## src/rtl/fplb_pkg.sv

```systemverilog
// Types and constants shared by the flight phase LED bar pattern block.
package fplb_pkg;

   localparam int unsigned CSR_INDEX_W = 4;
   localparam int unsigned CSR_DATA_W  = 16;
   localparam int unsigned DIV_NUM_W   = 24;
   localparam int unsigned DIV_DEN_W   = 16;
   localparam int unsigned DIFF_W      = 18;
   localparam int unsigned PROD_W      = 26;

   typedef logic [CSR_INDEX_W-1:0] csr_index_type;
   typedef logic [3:0]             phase_type;
   typedef logic [2:0]             color_type;

   localparam csr_index_type CSR_NUM_LEDS      = 4'd0;
   localparam csr_index_type CSR_BREAKOFF_ALT  = 4'd1;
   localparam csr_index_type CSR_EXIT_ALT      = 4'd2;
   localparam csr_index_type CSR_DEPLOY_ALT    = 4'd3;
   localparam csr_index_type CSR_FLASH_ON      = 4'd4;
   localparam csr_index_type CSR_FLASH_OFF     = 4'd5;
   localparam csr_index_type CSR_STANDBY_LEVEL = 4'd6;
   localparam csr_index_type CSR_FLIGHT_LEVEL  = 4'd7;

   localparam phase_type PH_STANDBY      = 4'd0;
   localparam phase_type PH_ASCENT       = 4'd1;
   localparam phase_type PH_GEAR_CHECK   = 4'd2;
   localparam phase_type PH_AWAIT_JUMP   = 4'd3;
   localparam phase_type PH_FREEFALL     = 4'd4;
   localparam phase_type PH_NEAR_BREAKOFF = 4'd5;
   localparam phase_type PH_BREAKOFF     = 4'd6;
   localparam phase_type PH_TRACK        = 4'd7;
   localparam phase_type PH_DEPLOY       = 4'd8;
   localparam phase_type PH_CANOPY       = 4'd9;

   localparam color_type COLOR_PURPLE = 3'd0;
   localparam color_type COLOR_GREEN  = 3'd1;
   localparam color_type COLOR_YELLOW = 3'd2;
   localparam color_type COLOR_SKY    = 3'd3;
   localparam color_type COLOR_RED    = 3'd4;

   localparam logic [31:0] BLINK_WINDOW_MS    = 32'd3000;
   localparam logic [15:0] BREAKOFF_MARGIN_FT = 16'd1500;
   localparam logic [15:0] DEPLOY_MARGIN_FT   = 16'd500;
   localparam logic [15:0] GEAR_STEP_DIV      = 16'd7;
   localparam logic [15:0] CANOPY_STEP_DIV    = 16'd10;

   typedef struct packed {
      logic [5:0]  num_leds;
      logic [15:0] breakoff_altitude;
      logic [15:0] exit_altitude;
      logic [15:0] deploy_altitude;
      logic [15:0] flash_on_ms;
      logic [15:0] flash_off_ms;
      logic [7:0]  standby_level;
      logic [7:0]  flight_level;
   } cfg_type;

   typedef struct packed {
      logic                 start;
      logic [DIV_NUM_W-1:0] num;
      logic [DIV_DEN_W-1:0] den;
   } div_req_type;

   typedef struct packed {
      logic                 done;
      logic [DIV_NUM_W-1:0] quot;
   } div_rsp_type;

endpackage

```

## src/rtl/fplb_if.sv

```systemverilog
// Channel interfaces for the update, result and register write transfers.
interface fplb_req_if;
   logic                 valid;
   logic                 ready;
   fplb_pkg::phase_type  phase;
   logic [15:0]          step;
   logic [15:0]          altitude;
   logic [31:0]          now_ms;

   modport source (output valid, phase, step, altitude, now_ms, input ready);
   modport sink (input valid, phase, step, altitude, now_ms, output ready);
endinterface

interface fplb_rsp_if;
   logic                 valid;
   logic                 ready;
   logic [5:0]           lit_count;
   fplb_pkg::color_type  color;
   logic [7:0]           level;

   modport source (output valid, lit_count, color, level, input ready);
   modport sink (input valid, lit_count, color, level, output ready);
endinterface

interface fplb_csr_if;
   logic                                valid;
   logic                                ready;
   fplb_pkg::csr_index_type             index;
   logic [fplb_pkg::CSR_DATA_W-1:0]     data;

   modport source (output valid, index, data, input ready);
   modport sink (input valid, index, data, output ready);
endinterface

```

## src/rtl/fplb_csr_regs.sv

```systemverilog
// Configuration register file written through the register write channel.
module fplb_csr_regs (
   input  logic              clock,
   input  logic              reset,
   fplb_csr_if.sink          csr_bus,
   output fplb_pkg::cfg_type cfg
);

   fplb_pkg::cfg_type cfg_ff;
   fplb_pkg::cfg_type cfg_in;

   assign csr_bus.ready = 1'b1;
   assign cfg           = cfg_ff;

   always_comb begin
      cfg_in = cfg_ff;
      if (csr_bus.valid) begin
         unique case (csr_bus.index)
            fplb_pkg::CSR_NUM_LEDS:      cfg_in.num_leds          = csr_bus.data[5:0];
            fplb_pkg::CSR_BREAKOFF_ALT:  cfg_in.breakoff_altitude = csr_bus.data;
            fplb_pkg::CSR_EXIT_ALT:      cfg_in.exit_altitude     = csr_bus.data;
            fplb_pkg::CSR_DEPLOY_ALT:    cfg_in.deploy_altitude   = csr_bus.data;
            fplb_pkg::CSR_FLASH_ON:      cfg_in.flash_on_ms       = csr_bus.data;
            fplb_pkg::CSR_FLASH_OFF:     cfg_in.flash_off_ms      = csr_bus.data;
            fplb_pkg::CSR_STANDBY_LEVEL: cfg_in.standby_level     = csr_bus.data[7:0];
            fplb_pkg::CSR_FLIGHT_LEVEL:  cfg_in.flight_level      = csr_bus.data[7:0];
            default:                     cfg_in = cfg_ff;
         endcase
      end
   end

   always_ff @(posedge clock) begin
      if (reset) begin
         cfg_ff.num_leds          <= 6'd10;
         cfg_ff.breakoff_altitude <= 16'd4500;
         cfg_ff.exit_altitude     <= 16'd13500;
         cfg_ff.deploy_altitude   <= 16'd3500;
         cfg_ff.flash_on_ms       <= 16'd100;
         cfg_ff.flash_off_ms      <= 16'd2000;
         cfg_ff.standby_level     <= 8'd10;
         cfg_ff.flight_level      <= 8'd100;
      end else begin
         cfg_ff <= cfg_in;
      end
   end

endmodule

```

## src/rtl/fplb_serial_div.sv

```systemverilog
// Bit-serial restoring divider producing one quotient bit per cycle.
module fplb_serial_div (
   input  logic                  clock,
   input  logic                  reset,
   input  fplb_pkg::div_req_type div_req,
   output fplb_pkg::div_rsp_type div_rsp
);

   localparam int unsigned NUM_W = fplb_pkg::DIV_NUM_W;
   localparam int unsigned DEN_W = fplb_pkg::DIV_DEN_W;
   localparam int unsigned CNT_W = $clog2(NUM_W + 1);

   logic [NUM_W-1:0] num_ff, num_in;
   logic [DEN_W-1:0] rem_ff, rem_in;
   logic [DEN_W-1:0] den_ff, den_in;
   logic [CNT_W-1:0] cnt_ff, cnt_in;
   logic             busy_ff, busy_in;
   logic             done_ff, done_in;

   logic [DEN_W:0]   rem_shift;
   logic [DEN_W:0]   rem_sub;
   logic             take;

   assign rem_shift = {rem_ff, num_ff[NUM_W-1]};
   assign rem_sub   = rem_shift - {1'b0, den_ff};
   assign take      = rem_shift >= {1'b0, den_ff};

   always_comb begin
      num_in  = num_ff;
      rem_in  = rem_ff;
      den_in  = den_ff;
      cnt_in  = cnt_ff;
      busy_in = busy_ff;
      done_in = 1'b0;
      if (div_req.start) begin
         num_in  = div_req.num;
         rem_in  = '0;
         den_in  = div_req.den;
         cnt_in  = CNT_W'(NUM_W);
         busy_in = 1'b1;
      end else if (busy_ff) begin
         num_in = {num_ff[NUM_W-2:0], take};
         rem_in = take ? rem_sub[DEN_W-1:0] : rem_shift[DEN_W-1:0];
         cnt_in = cnt_ff - 1'b1;
         if (cnt_ff == CNT_W'(1)) begin
            busy_in = 1'b0;
            done_in = 1'b1;
         end
      end
   end

   always_ff @(posedge clock) begin
      num_ff <= num_in;
      rem_ff <= rem_in;
      den_ff <= den_in;
      if (reset) begin
         cnt_ff  <= '0;
         busy_ff <= 1'b0;
         done_ff <= 1'b0;
      end else begin
         cnt_ff  <= cnt_in;
         busy_ff <= busy_in;
         done_ff <= done_in;
      end
   end

   assign div_rsp.done = done_ff;
   assign div_rsp.quot = num_ff;

endmodule

```

## src/rtl/flight_phase_led_bar_pattern.sv

```systemverilog
// Top level of the flight phase LED bar pattern block.
// An update passes through the prepare, multiply, divider start, divide and finish
// states; the next update is taken only once the result has been registered.
// The division uses the 24-bit serial divider, one quotient bit per cycle.
// A synchronous reset restores the register defaults and clears the display state.
module flight_phase_led_bar_pattern #(
   parameter int MAX_LEDS = 32
) (
   input  logic        clock,
   input  logic        reset,
   fplb_req_if.sink    req_bus,
   fplb_rsp_if.source  rsp_bus,
   fplb_csr_if.sink    csr_bus
);

   localparam int unsigned DIFF_W = fplb_pkg::DIFF_W;
   localparam int unsigned PROD_W = fplb_pkg::PROD_W;
   localparam int unsigned NUM_W  = fplb_pkg::DIV_NUM_W;
   localparam logic [7:0]  MAX_LEDS_LIM = 8'(MAX_LEDS);

   typedef enum logic [2:0] {S_IDLE, S_PREP, S_MUL, S_START, S_DIV, S_FIN} state_type;

   fplb_pkg::cfg_type     cfg;
   fplb_pkg::div_req_type div_req;
   fplb_pkg::div_rsp_type div_rsp;

   state_type                  state_ff, state_in;
   fplb_pkg::phase_type        phase_ff, phase_in;
   logic [15:0]                step_ff, step_in;
   logic [15:0]                alt_ff, alt_in;
   logic [31:0]                now_ff, now_in;
   logic [5:0]                 n_ff, n_in;
   logic [16:0]                len_ff, len_in;
   logic signed [DIFF_W-1:0]   diff_ff, diff_in;
   logic [6:0]                 factor_ff, factor_in;
   logic                       span_pos_ff, span_pos_in;
   logic [15:0]                den_ff, den_in;
   logic signed [PROD_W-1:0]   prod_ff, prod_in;
   logic [31:0]                cyc_end_ff, cyc_end_in;
   logic [31:0]                off_end_ff, off_end_in;
   logic [31:0]                cs_ff, cs_in;
   logic [5:0]                 shown_count_ff, shown_count_in;
   fplb_pkg::color_type        shown_color_ff, shown_color_in;
   logic [7:0]                 shown_level_ff, shown_level_in;
   logic                       rsp_valid_ff, rsp_valid_in;
   logic [5:0]                 out_count_ff, out_count_in;
   fplb_pkg::color_type        out_color_ff, out_color_in;
   logic [7:0]                 out_level_ff, out_level_in;

   logic [5:0]          n_now;
   logic [DIFF_W-1:0]   span;
   logic [NUM_W-1:0]    quot;
   logic [NUM_W:0]      quot_inc;
   logic [5:0]          lit_fill;
   logic [5:0]          lit_fill_inc;
   logic                prod_neg;
   logic                new_cycle;
   logic                bar_on;

   fplb_csr_regs u_csr_regs (
      .clock   (clock),
      .reset   (reset),
      .csr_bus (csr_bus),
      .cfg     (cfg)
   );

   fplb_serial_div u_serial_div (
      .clock   (clock),
      .reset   (reset),
      .div_req (div_req),
      .div_rsp (div_rsp)
   );

   assign n_now = ({2'b00, cfg.num_leds} > MAX_LEDS_LIM) ? MAX_LEDS_LIM[5:0] : cfg.num_leds;
   assign span  = {2'b00, cfg.exit_altitude} - {2'b00, cfg.breakoff_altitude}
                  - {2'b00, fplb_pkg::BREAKOFF_MARGIN_FT};

   assign prod_neg     = prod_ff[PROD_W-1];
   assign quot         = div_rsp.quot;
   assign quot_inc     = {1'b0, quot} + 1'b1;
   assign lit_fill     = (quot > NUM_W'(n_ff)) ? n_ff : quot[5:0];
   assign lit_fill_inc = (quot_inc > (NUM_W + 1)'(n_ff)) ? n_ff : quot_inc[5:0];
   assign new_cycle    = now_ff > cyc_end_ff;
   assign bar_on       = off_end_ff < now_ff;

   assign div_req.start = (state_ff == S_START);
   assign div_req.den   = den_ff;
   assign div_req.num   = ((phase_ff == fplb_pkg::PH_GEAR_CHECK) ||
                           (phase_ff == fplb_pkg::PH_CANOPY)) ? NUM_W'(step_ff) :
                          (prod_neg ? '0 : prod_ff[NUM_W-1:0]);

   assign req_bus.ready     = (state_ff == S_IDLE);
   assign rsp_bus.valid     = rsp_valid_ff;
   assign rsp_bus.lit_count = out_count_ff;
   assign rsp_bus.color     = out_color_ff;
   assign rsp_bus.level     = out_level_ff;

   always_comb begin
      state_in       = state_ff;
      phase_in       = phase_ff;
      step_in        = step_ff;
      alt_in         = alt_ff;
      now_in         = now_ff;
      n_in           = n_ff;
      len_in         = len_ff;
      diff_in        = diff_ff;
      factor_in      = factor_ff;
      span_pos_in    = span_pos_ff;
      den_in         = den_ff;
      prod_in        = prod_ff;
      cyc_end_in     = cyc_end_ff;
      off_end_in     = off_end_ff;
      cs_in          = cs_ff;
      shown_count_in = shown_count_ff;
      shown_color_in = shown_color_ff;
      shown_level_in = shown_level_ff;
      rsp_valid_in   = rsp_valid_ff && !rsp_bus.ready;
      out_count_in   = out_count_ff;
      out_color_in   = out_color_ff;
      out_level_in   = out_level_ff;

      unique case (state_ff)
         S_IDLE: begin
            if (req_bus.valid) begin
               phase_in = req_bus.phase;
               step_in  = req_bus.step;
               alt_in   = req_bus.altitude;
               now_in   = req_bus.now_ms;
               state_in = S_PREP;
            end
         end
         S_PREP: begin
            n_in        = n_now;
            len_in      = {1'b0, cfg.flash_on_ms} + {1'b0, cfg.flash_off_ms};
            span_pos_in = !span[DIFF_W-1] && (span != '0);
            factor_in   = (phase_ff == fplb_pkg::PH_FREEFALL) ? {1'b0, n_now} :
                          ({1'b0, n_now} + 7'd1);
            unique case (phase_ff)
               fplb_pkg::PH_FREEFALL: begin
                  diff_in = {2'b00, cfg.exit_altitude} - {2'b00, alt_ff};
                  den_in  = span[15:0];
               end
               fplb_pkg::PH_NEAR_BREAKOFF: begin
                  diff_in = {2'b00, cfg.breakoff_altitude}
                            + {2'b00, fplb_pkg::BREAKOFF_MARGIN_FT} - {2'b00, alt_ff};
                  den_in  = fplb_pkg::BREAKOFF_MARGIN_FT;
               end
               fplb_pkg::PH_TRACK: begin
                  diff_in = {2'b00, cfg.deploy_altitude}
                            + {2'b00, fplb_pkg::DEPLOY_MARGIN_FT} - {2'b00, alt_ff};
                  den_in  = fplb_pkg::DEPLOY_MARGIN_FT;
               end
               fplb_pkg::PH_CANOPY: begin
                  diff_in = '0;
                  den_in  = fplb_pkg::CANOPY_STEP_DIV;
               end
               default: begin
                  diff_in = '0;
                  den_in  = fplb_pkg::GEAR_STEP_DIV;
               end
            endcase
            state_in = S_MUL;
         end
         S_MUL: begin
            prod_in    = PROD_W'(diff_ff * $signed({1'b0, factor_ff}));
            cyc_end_in = cs_ff + {15'b0, len_ff};
            off_end_in = cs_ff + {16'b0, cfg.flash_off_ms};
            state_in   = S_START;
         end
         S_START: begin
            state_in = S_DIV;
         end
         S_DIV: begin
            if (div_rsp.done) begin
               state_in = S_FIN;
            end
         end
         S_FIN: begin
            if (!rsp_valid_ff || rsp_bus.ready) begin
               if (phase_ff <= fplb_pkg::PH_CANOPY) begin
                  shown_level_in = (phase_ff == fplb_pkg::PH_STANDBY) ? cfg.standby_level :
                                   cfg.flight_level;
               end
               unique case (phase_ff)
                  fplb_pkg::PH_STANDBY: begin
                     if ((cs_ff == '0) && (now_ff < fplb_pkg::BLINK_WINDOW_MS)) begin
                        shown_count_in = step_ff[0] ? 6'd0 : n_ff;
                        shown_color_in = fplb_pkg::COLOR_PURPLE;
                     end else if (new_cycle) begin
                        cs_in = now_ff;
                     end else begin
                        shown_count_in = bar_on ? n_ff : 6'd0;
                        shown_color_in = fplb_pkg::COLOR_GREEN;
                     end
                  end
                  fplb_pkg::PH_ASCENT: begin
                     if (new_cycle) begin
                        cs_in = now_ff;
                     end else begin
                        shown_count_in = bar_on ? n_ff : 6'd0;
                        shown_color_in = fplb_pkg::COLOR_YELLOW;
                     end
                  end
                  fplb_pkg::PH_GEAR_CHECK: begin
                     shown_count_in = quot[0] ? 6'd0 : n_ff;
                     shown_color_in = fplb_pkg::COLOR_GREEN;
                  end
                  fplb_pkg::PH_AWAIT_JUMP: begin
                     shown_count_in = n_ff;
                     shown_color_in = fplb_pkg::COLOR_SKY;
                  end
                  fplb_pkg::PH_FREEFALL: begin
                     shown_count_in = !span_pos_ff ? n_ff : (prod_neg ? 6'd0 : lit_fill_inc);
                     shown_color_in = fplb_pkg::COLOR_SKY;
                  end
                  fplb_pkg::PH_NEAR_BREAKOFF: begin
                     shown_count_in = prod_neg ? 6'd0 : lit_fill;
                     shown_color_in = fplb_pkg::COLOR_GREEN;
                  end
                  fplb_pkg::PH_BREAKOFF: begin
                     shown_count_in = step_ff[0] ? 6'd0 : n_ff;
                     shown_color_in = fplb_pkg::COLOR_GREEN;
                  end
                  fplb_pkg::PH_TRACK: begin
                     shown_count_in = prod_neg ? 6'd0 : lit_fill;
                     shown_color_in = fplb_pkg::COLOR_RED;
                  end
                  fplb_pkg::PH_DEPLOY: begin
                     shown_count_in = step_ff[0] ? 6'd0 : n_ff;
                     shown_color_in = fplb_pkg::COLOR_RED;
                  end
                  fplb_pkg::PH_CANOPY: begin
                     shown_count_in = quot[0] ? 6'd0 : n_ff;
                     shown_color_in = fplb_pkg::COLOR_PURPLE;
                  end
                  default: begin
                     shown_count_in = shown_count_ff;
                  end
               endcase
               out_count_in = shown_count_in;
               out_color_in = shown_color_in;
               out_level_in = shown_level_in;
               rsp_valid_in = 1'b1;
               state_in     = S_IDLE;
            end
         end
         default: begin
            state_in = S_IDLE;
         end
      endcase
   end

   always_ff @(posedge clock) begin
      phase_in_reg: begin
         phase_ff     <= phase_in;
         step_ff      <= step_in;
         alt_ff       <= alt_in;
         now_ff       <= now_in;
         n_ff         <= n_in;
         len_ff       <= len_in;
         diff_ff      <= diff_in;
         factor_ff    <= factor_in;
         span_pos_ff  <= span_pos_in;
         den_ff       <= den_in;
         prod_ff      <= prod_in;
         cyc_end_ff   <= cyc_end_in;
         off_end_ff   <= off_end_in;
         out_count_ff <= out_count_in;
         out_color_ff <= out_color_in;
         out_level_ff <= out_level_in;
      end
      if (reset) begin
         state_ff       <= S_IDLE;
         cs_ff          <= '0;
         shown_count_ff <= '0;
         shown_color_ff <= fplb_pkg::COLOR_PURPLE;
         shown_level_ff <= '0;
         rsp_valid_ff   <= 1'b0;
      end else begin
         state_ff       <= state_in;
         cs_ff          <= cs_in;
         shown_count_ff <= shown_count_in;
         shown_color_ff <= shown_color_in;
         shown_level_ff <= shown_level_in;
         rsp_valid_ff   <= rsp_valid_in;
      end
   end

endmodule

```

## src/flat_wrapper.sv

```systemverilog
// flat-port wrapper written by rule: the top's interface ports become plain ports
module flight_phase_led_bar_pattern_flat 
#(
   parameter int MAX_LEDS = 32
)
  (clock, reset, req_bus_valid, req_bus_phase, req_bus_step, req_bus_altitude, req_bus_now_ms, req_bus_ready, rsp_bus_valid, rsp_bus_lit_count, rsp_bus_color, rsp_bus_level, rsp_bus_ready, csr_bus_valid, csr_bus_index, csr_bus_data, csr_bus_ready);
  fplb_req_if req_bus_i ();
  fplb_rsp_if rsp_bus_i ();
  fplb_csr_if csr_bus_i ();
  input  logic clock;
  input  logic reset;
  input wire logic [$bits(req_bus_i.valid)-1:0] req_bus_valid;
  input wire logic [$bits(req_bus_i.phase)-1:0] req_bus_phase;
  input wire logic [$bits(req_bus_i.step)-1:0] req_bus_step;
  input wire logic [$bits(req_bus_i.altitude)-1:0] req_bus_altitude;
  input wire logic [$bits(req_bus_i.now_ms)-1:0] req_bus_now_ms;
  output wire logic [$bits(req_bus_i.ready)-1:0] req_bus_ready;
  output wire logic [$bits(rsp_bus_i.valid)-1:0] rsp_bus_valid;
  output wire logic [$bits(rsp_bus_i.lit_count)-1:0] rsp_bus_lit_count;
  output wire logic [$bits(rsp_bus_i.color)-1:0] rsp_bus_color;
  output wire logic [$bits(rsp_bus_i.level)-1:0] rsp_bus_level;
  input wire logic [$bits(rsp_bus_i.ready)-1:0] rsp_bus_ready;
  input wire logic [$bits(csr_bus_i.valid)-1:0] csr_bus_valid;
  input wire logic [$bits(csr_bus_i.index)-1:0] csr_bus_index;
  input wire logic [$bits(csr_bus_i.data)-1:0] csr_bus_data;
  output wire logic [$bits(csr_bus_i.ready)-1:0] csr_bus_ready;
  assign req_bus_i.valid = req_bus_valid;
  assign req_bus_i.phase = req_bus_phase;
  assign req_bus_i.step = req_bus_step;
  assign req_bus_i.altitude = req_bus_altitude;
  assign req_bus_i.now_ms = req_bus_now_ms;
  assign req_bus_ready = req_bus_i.ready;
  assign rsp_bus_valid = rsp_bus_i.valid;
  assign rsp_bus_lit_count = rsp_bus_i.lit_count;
  assign rsp_bus_color = rsp_bus_i.color;
  assign rsp_bus_level = rsp_bus_i.level;
  assign rsp_bus_i.ready = rsp_bus_ready;
  assign csr_bus_i.valid = csr_bus_valid;
  assign csr_bus_i.index = csr_bus_index;
  assign csr_bus_i.data = csr_bus_data;
  assign csr_bus_ready = csr_bus_i.ready;
  flight_phase_led_bar_pattern #(.MAX_LEDS(MAX_LEDS)) u_core (.clock(clock), .reset(reset), .req_bus(req_bus_i), .rsp_bus(rsp_bus_i), .csr_bus(csr_bus_i));
endmodule
```

## config.mk

```make
export PLATFORM = sky130hd
export DESIGN_NAME = flight_phase_led_bar_pattern_flat
export DESIGN_NICKNAME = d
export VERILOG_FILES = /design/src/rtl/fplb_pkg.sv /design/src/rtl/fplb_if.sv /design/src/rtl/fplb_csr_regs.sv /design/src/rtl/fplb_serial_div.sv /design/src/rtl/flight_phase_led_bar_pattern.sv /design/src/flat_wrapper.sv
export SDC_FILE = /design/constraint.sdc
export NUM_CORES = 1
export LEC_CHECK = 0
export BUFFER_PORTS_ARGS = -buffer_cell sky130_fd_sc_hd__buf_2
export CELL_PAD_IN_SITES_DETAIL_PLACEMENT = 1
export CELL_PAD_IN_SITES_GLOBAL_PLACEMENT = 1
export CORE_MARGIN = 3
export CORE_UTILIZATION = 40
export CTS_CLUSTER_SIZE = 25
export DETAILED_ROUTE_END_ITERATION = 10
export PLACE_DENSITY_LB_ADDON = 0.1
export SLEW_MARGIN = 20
export SYNTH_ARGS = -nofsm -noshare
export SYNTH_HDL_FRONTEND = slang
export SYNTH_HIERARCHICAL = 1
export SYNTH_SLANG_ARGS = --single-unit
export TNS_END_PERCENT = 5
```

## constraint.sdc

```tcl
create_clock -name clock -period 13.1 [get_ports clock]
set_clock_uncertainty 0.15 [all_clocks]
set_input_delay 2.62 -clock clock [delete_from_list [all_inputs] [get_ports clock]]
set_output_delay 2.62 -clock clock [all_outputs]
set_load 0.01 [all_outputs]
```

==> flow_metrics.env <==
export IMPL_result_of_the_run="complete, no violations"
export IMPL_synth_seq_cells=457
export IMPL_pwr_density_cell_mw_per_mm2=153.7
export IMPL_worst_endpoint_required_ns=13.31
export IMPL_cts_htree_levels=2
export IMPL_postSynthAreaPerCell_sq_um=9.998
export IMPL_worst_r2r_cell_count=17
export IMPL_power_leakage_nw=15.05
export IMPL_slew_headroom_pct=26.84
export IMPL_maxCapViolations=0
export IMPL_start_to_end_type_of_the_worst_setup_path="reg2reg"
export IMPL_critical_path_slowest_cell="sky130_fd_sc_hd__edfxtp_1"
export IMPL_synth_simple_area_share_pct=15.44
export IMPL_ys_top_cells_by_area="sky130_fd_sc_hd__edfxtp_1 (27%), sky130_fd_sc_hd__ha_1 (12%), sky130_fd_sc_hd__dfxtp_1 (11%)"
export IMPL_grt_first_pass_wirelength_um=142700
export IMPL_path_cells="and2_1, fa_1, fa_1, fa_1, inv_1, fa_1, inv_1, ha_1, a21oi_1, nor2b_1, or2_2, a221o_1, a41o_1, o41ai_1, o2111ai_1, a21oi_1, xnor2_1"
export IMPL_grt_antenna_before_repair=0
export IMPL_cpPeakStageDelay_ns=0.64
export IMPL_clk_pin_slew_ns=0.06
export IMPL_whs_endpoint="u_core/u_serial_div/den_ff[12]"
export IMPL_finalCoreUtilization_pct=44.85
export IMPL_hold_path_startpoint="u_core/den_ff[12]"
export IMPL_post_synth_top_area_cell="sky130_fd_sc_hd__edfxtp_1"
export IMPL_cts_setup_buffers=0
export IMPL_critical_path_top_cell_by_count="sky130_fd_sc_hd__fa_1"
export IMPL_initial_utilization_pct=40.41
export IMPL_die_height_um=286.0
export IMPL_worst_hold_slack_ns=0.2890
export IMPL_postSynthCellCount=3136
export IMPL_pin_count=113
export IMPL_hp_class="reg2reg"
export IMPL_synth_xor_area_share_pct=4.693
export IMPL_vdd_ir_drop_max_uv=106.9
export IMPL_remaining_antenna_violation_count=0
export IMPL_synthAdderAreaFrac_pct=18.50
export IMPL_r2r_start="u_core/factor_ff[4]"
export IMPL_setup_tns_ns=0
export IMPL_worst_reg2reg_setup_slack_ns=6.98
export IMPL_cts_hold_repair_buffers=0
export IMPL_timing_rr_end="u_core/prod_ff[25]"
export IMPL_gpl_final_weighted_congestion=0.8759
export IMPL_dpl_worst_slack_ns=6.961
export IMPL_rsz_0062_raised_after_global_routing="false"
export IMPL_dp_final_hpwl_um=70560
export IMPL_routed_via_count_divided_by_cell_count=5.400
export IMPL_startpoint_type="flop"
export IMPL_postSynthNetCount=3629
export IMPL_critPathTopFamily="adder cells"
export IMPL_final_nets=3716
export IMPL_worst_slew_pin_transition_ns=1.094
export IMPL_core_area_sq_mm=0.07759
export IMPL_setup_viol=0
export IMPL_final_max_slew_violation_count=0
export IMPL_fmax_mhz=163.5
export IMPL_timing_final_crit_period_ns=6.117
export IMPL_drt_drc_violations_left=0
export IMPL_chipWidth_um=286.0
export IMPL_synth_area_sq_mm=0.03136
export IMPL_cts_buffers_inserted=56
export IMPL_synth_yosys_seq_area_share_pct=38.08
export IMPL_antenna_cells_inserted=0
export IMPL_setup_slack_ns=6.983
export IMPL_placed_cells=4205
export IMPL_synthDominantCellAreaShare_pct=26.72
export IMPL_synth_distinct_cells=98
export IMPL_worst_hold_stages=0
export IMPL_clock_sink_count=457
export IMPL_clock_path_buffers=3
export IMPL_routed_wire_length_per_instance_um=21.16
export IMPL_worst_endpoint_arrival_ns=6.33
export IMPL_detailedRoute_firstIterationViolations=1253
export IMPL_synth_edff_count=279
export IMPL_maximum_number_of_pins_on_one_net_before_global_route_repair=70
export IMPL_port_buffers=111
export IMPL_synth_compound_gate_area_share_pct=12.17
export IMPL_min_period_over_period_pct=46.70
export IMPL_synth_async_reset_ratio_pct=0
export IMPL_synth_top_family_by_area="adder cells"
export IMPL_num_rows=102
export IMPL_insertion_delay_ns=0.63
export IMPL_first_global_vias=24940
export IMPL_worstPathMaxFanout=18
export IMPL_synth_main_ff_cell="sky130_fd_sc_hd__edfxtp_1"
export IMPL_grt_overflow=0
export IMPL_drive_above_1_share_pct=9.786
export IMPL_cts_repair_resized=0
export IMPL_clock_root_buffer="sky130_fd_sc_hd__clkbuf_16"
export IMPL_post_synth_mux_area_share_pct=5.543
export IMPL_tritoncts="yes"
export IMPL_drtPass1Iterations=5
export IMPL_count_of_placed_standard_cells_in_the_final_layout_fillers_left_out=4310
export IMPL_cp_num_buf_inv=2
export IMPL_synth_yosys_warnings=6
export IMPL_detail_route_wirelength_um=91180
export IMPL_timing_hold_violations_final=0
export IMPL_detailroute_via_count=23270
export IMPL_synthToLayoutAreaGrowth_pct=10.98
export IMPL_groute_usage_overall_pct=22.12
export IMPL_worstSetupEndpointType="flop"
export IMPL_fp_dieArea_sq_mm=0.08178
-- area by class of cell --
class                   instances  area, sq um
fillers                      8748        42800
repair buffers                127        678.2
well taps                    1040         1301
inverters                     342         1284
flip-flops and latches        457        11940
clock buffers                  74         1580
multi-input cells            2239        17710
clock inverters                31        304.0
-- layer usage --
metal,vias up,GRT usage (%),part of all wire [%]
li1,11170,-,-
met5,-,0,0
met1,11620,30.51,48
met4,0,5.450,2.3
met3,120,2.574,3.1
met2,356,37.06,47
-- power breakdown --
group          internal, W  switching [W]
clock             0.000915       0.000663
sequential         0.00174      0.0000998
combinational     0.000815        0.00112
-- flip-flops by register name, summed over array words and instances, names as in the netlist, 4 cells and up --
name	cells
u_core/alt_ff	16
u_core/cs_ff	32
u_core/cyc_end_ff	32
u_core/den_ff	16
u_core/diff_ff	18
u_core/factor_ff	7
u_core/len_ff	17
u_core/n_ff	6
u_core/now_ff	32
u_core/off_end_ff	32
u_core/phase_ff	4
u_core/prod_ff	25
u_core/rsp_bus.level	8
u_core/rsp_bus.lit_count	6
u_core/shown_count_ff	6
u_core/shown_level_ff	8
u_core/step_ff	16
u_core/u_csr_regs/cfg	102
u_core/u_serial_div/cnt_ff	5
u_core/u_serial_div/den_ff	16
u_core/u_serial_div/num_ff	24
u_core/u_serial_div/rem_ff	16
-- worst reg2reg max path: cells and delay by family, from the launching register on --
| family | cells | cell delay [ns] |
|---|---|---|
| buffers and inverters | 2 | 0.09 |
| xor gates and xnor gates | 1 | 0.08 |
| DFF | 1 | 0.64 |
| adders and majority gates | 5 | 2.46 |
| AOI/OAI and AO/OA | 6 | 1.80 |
| and+or+nand+nor | 3 | 0.64 |
-- cells in the mapped netlist (13+ instances only) --
master	count
sky130_fd_sc_hd__or3_1	20
sky130_fd_sc_hd__a211oi_1	13
sky130_fd_sc_hd__fa_1	106
sky130_fd_sc_hd__a21oi_1	157
sky130_fd_sc_hd__o21ai_0	113
sky130_fd_sc_hd__a21o_1	48
sky130_fd_sc_hd__mux2_2	29
sky130_fd_sc_hd__nand2b_1	104
sky130_fd_sc_hd__and2_1	135
sky130_fd_sc_hd__inv_1	340
sky130_fd_sc_hd__clkbuf_1	59
sky130_fd_sc_hd__o21a_1	29
sky130_fd_sc_hd__nor2b_1	30
sky130_fd_sc_hd__buf_2	21
sky130_fd_sc_hd__nor4_1	28
sky130_fd_sc_hd__nand2_1	154
sky130_fd_sc_hd__or2_2	15
sky130_fd_sc_hd__ha_1	294
sky130_fd_sc_hd__nand4_1	33
sky130_fd_sc_hd__xnor2_1	116
sky130_fd_sc_hd__and3_1	15
sky130_fd_sc_hd__xor2_1	52
sky130_fd_sc_hd__o211ai_1	15
sky130_fd_sc_hd__nand3_1	51
sky130_fd_sc_hd__dfxtp_1	178
sky130_fd_sc_hd__o22ai_1	18
sky130_fd_sc_hd__nor3_1	54
sky130_fd_sc_hd__mux2i_1	141
sky130_fd_sc_hd__edfxtp_1	279
sky130_fd_sc_hd__nor2_1	238
sky130_fd_sc_hd__a31oi_1	23
-- worst max-delay path by stage --
stage / start / end / cells after the start
finish: u_core/factor_ff[4] / u_core/prod_ff[25] / 17
global route: u_core/factor_ff[4] / u_core/prod_ff[25] / 17
CTS: u_core/factor_ff[4] / u_core/prod_ff[25] / 17
detailed placement: u_core/factor_ff[4] / u_core/prod_ff[25] / 17
global placement: u_core/factor_ff[4] / u_core/prod_ff[25] / 17
floorplan: u_core/state_ff[1] / u_core/cyc_end_ff[0] / 2
-- per-stage QoR --
step                      total power (W)  cell area [sq um]
after global placement           0.003726              32910
after floorplan                  0.003298              31360
after detailed placement         0.003800              32910
after CTS                        0.005418              34800
after global routing             0.005735              34800
final                            0.005347              34800
-- placed cells by master (no fill, tap or decap), drive strengths merged, types with 13 or more instances in the layout --
cell type	synthesis	routed
clkinv	2	21
or2	16	16
inv	340	344
nand4	34	34
edfxtp	279	279
fa	106	106
clkbuf	60	74
ha	294	294
nand2	158	158
mux2i	141	141
xor2	52	52
a311oi	13	13
and3	15	15
buf	38	127
nor3	54	54
nor2b	31	31
o211ai	15	15
or3	20	20
mux2	29	29
o21ai	120	120
and2	135	135
nor4	32	32
xnor2	116	116
a211oi	13	13
o22ai	18	18
dfxtp	178	178
a21o	48	48
nor2	238	238
nand3	55	55
a21oi	159	159
a31oi	23	23
nand2b	104	104
o21a	29	29
-- kinds of logic after synthesis --
| group | after synthesis |
|---|---|
| buf+inv | 440 |
| other cells | 2 |
| fa+ha+maj | 400 |
| mux | 170 |
| flops | 457 |
| xor+xnor | 168 |
| compound gates | 571 |
| simple gates | 928 |
Power figures use the tool's default switching activity.
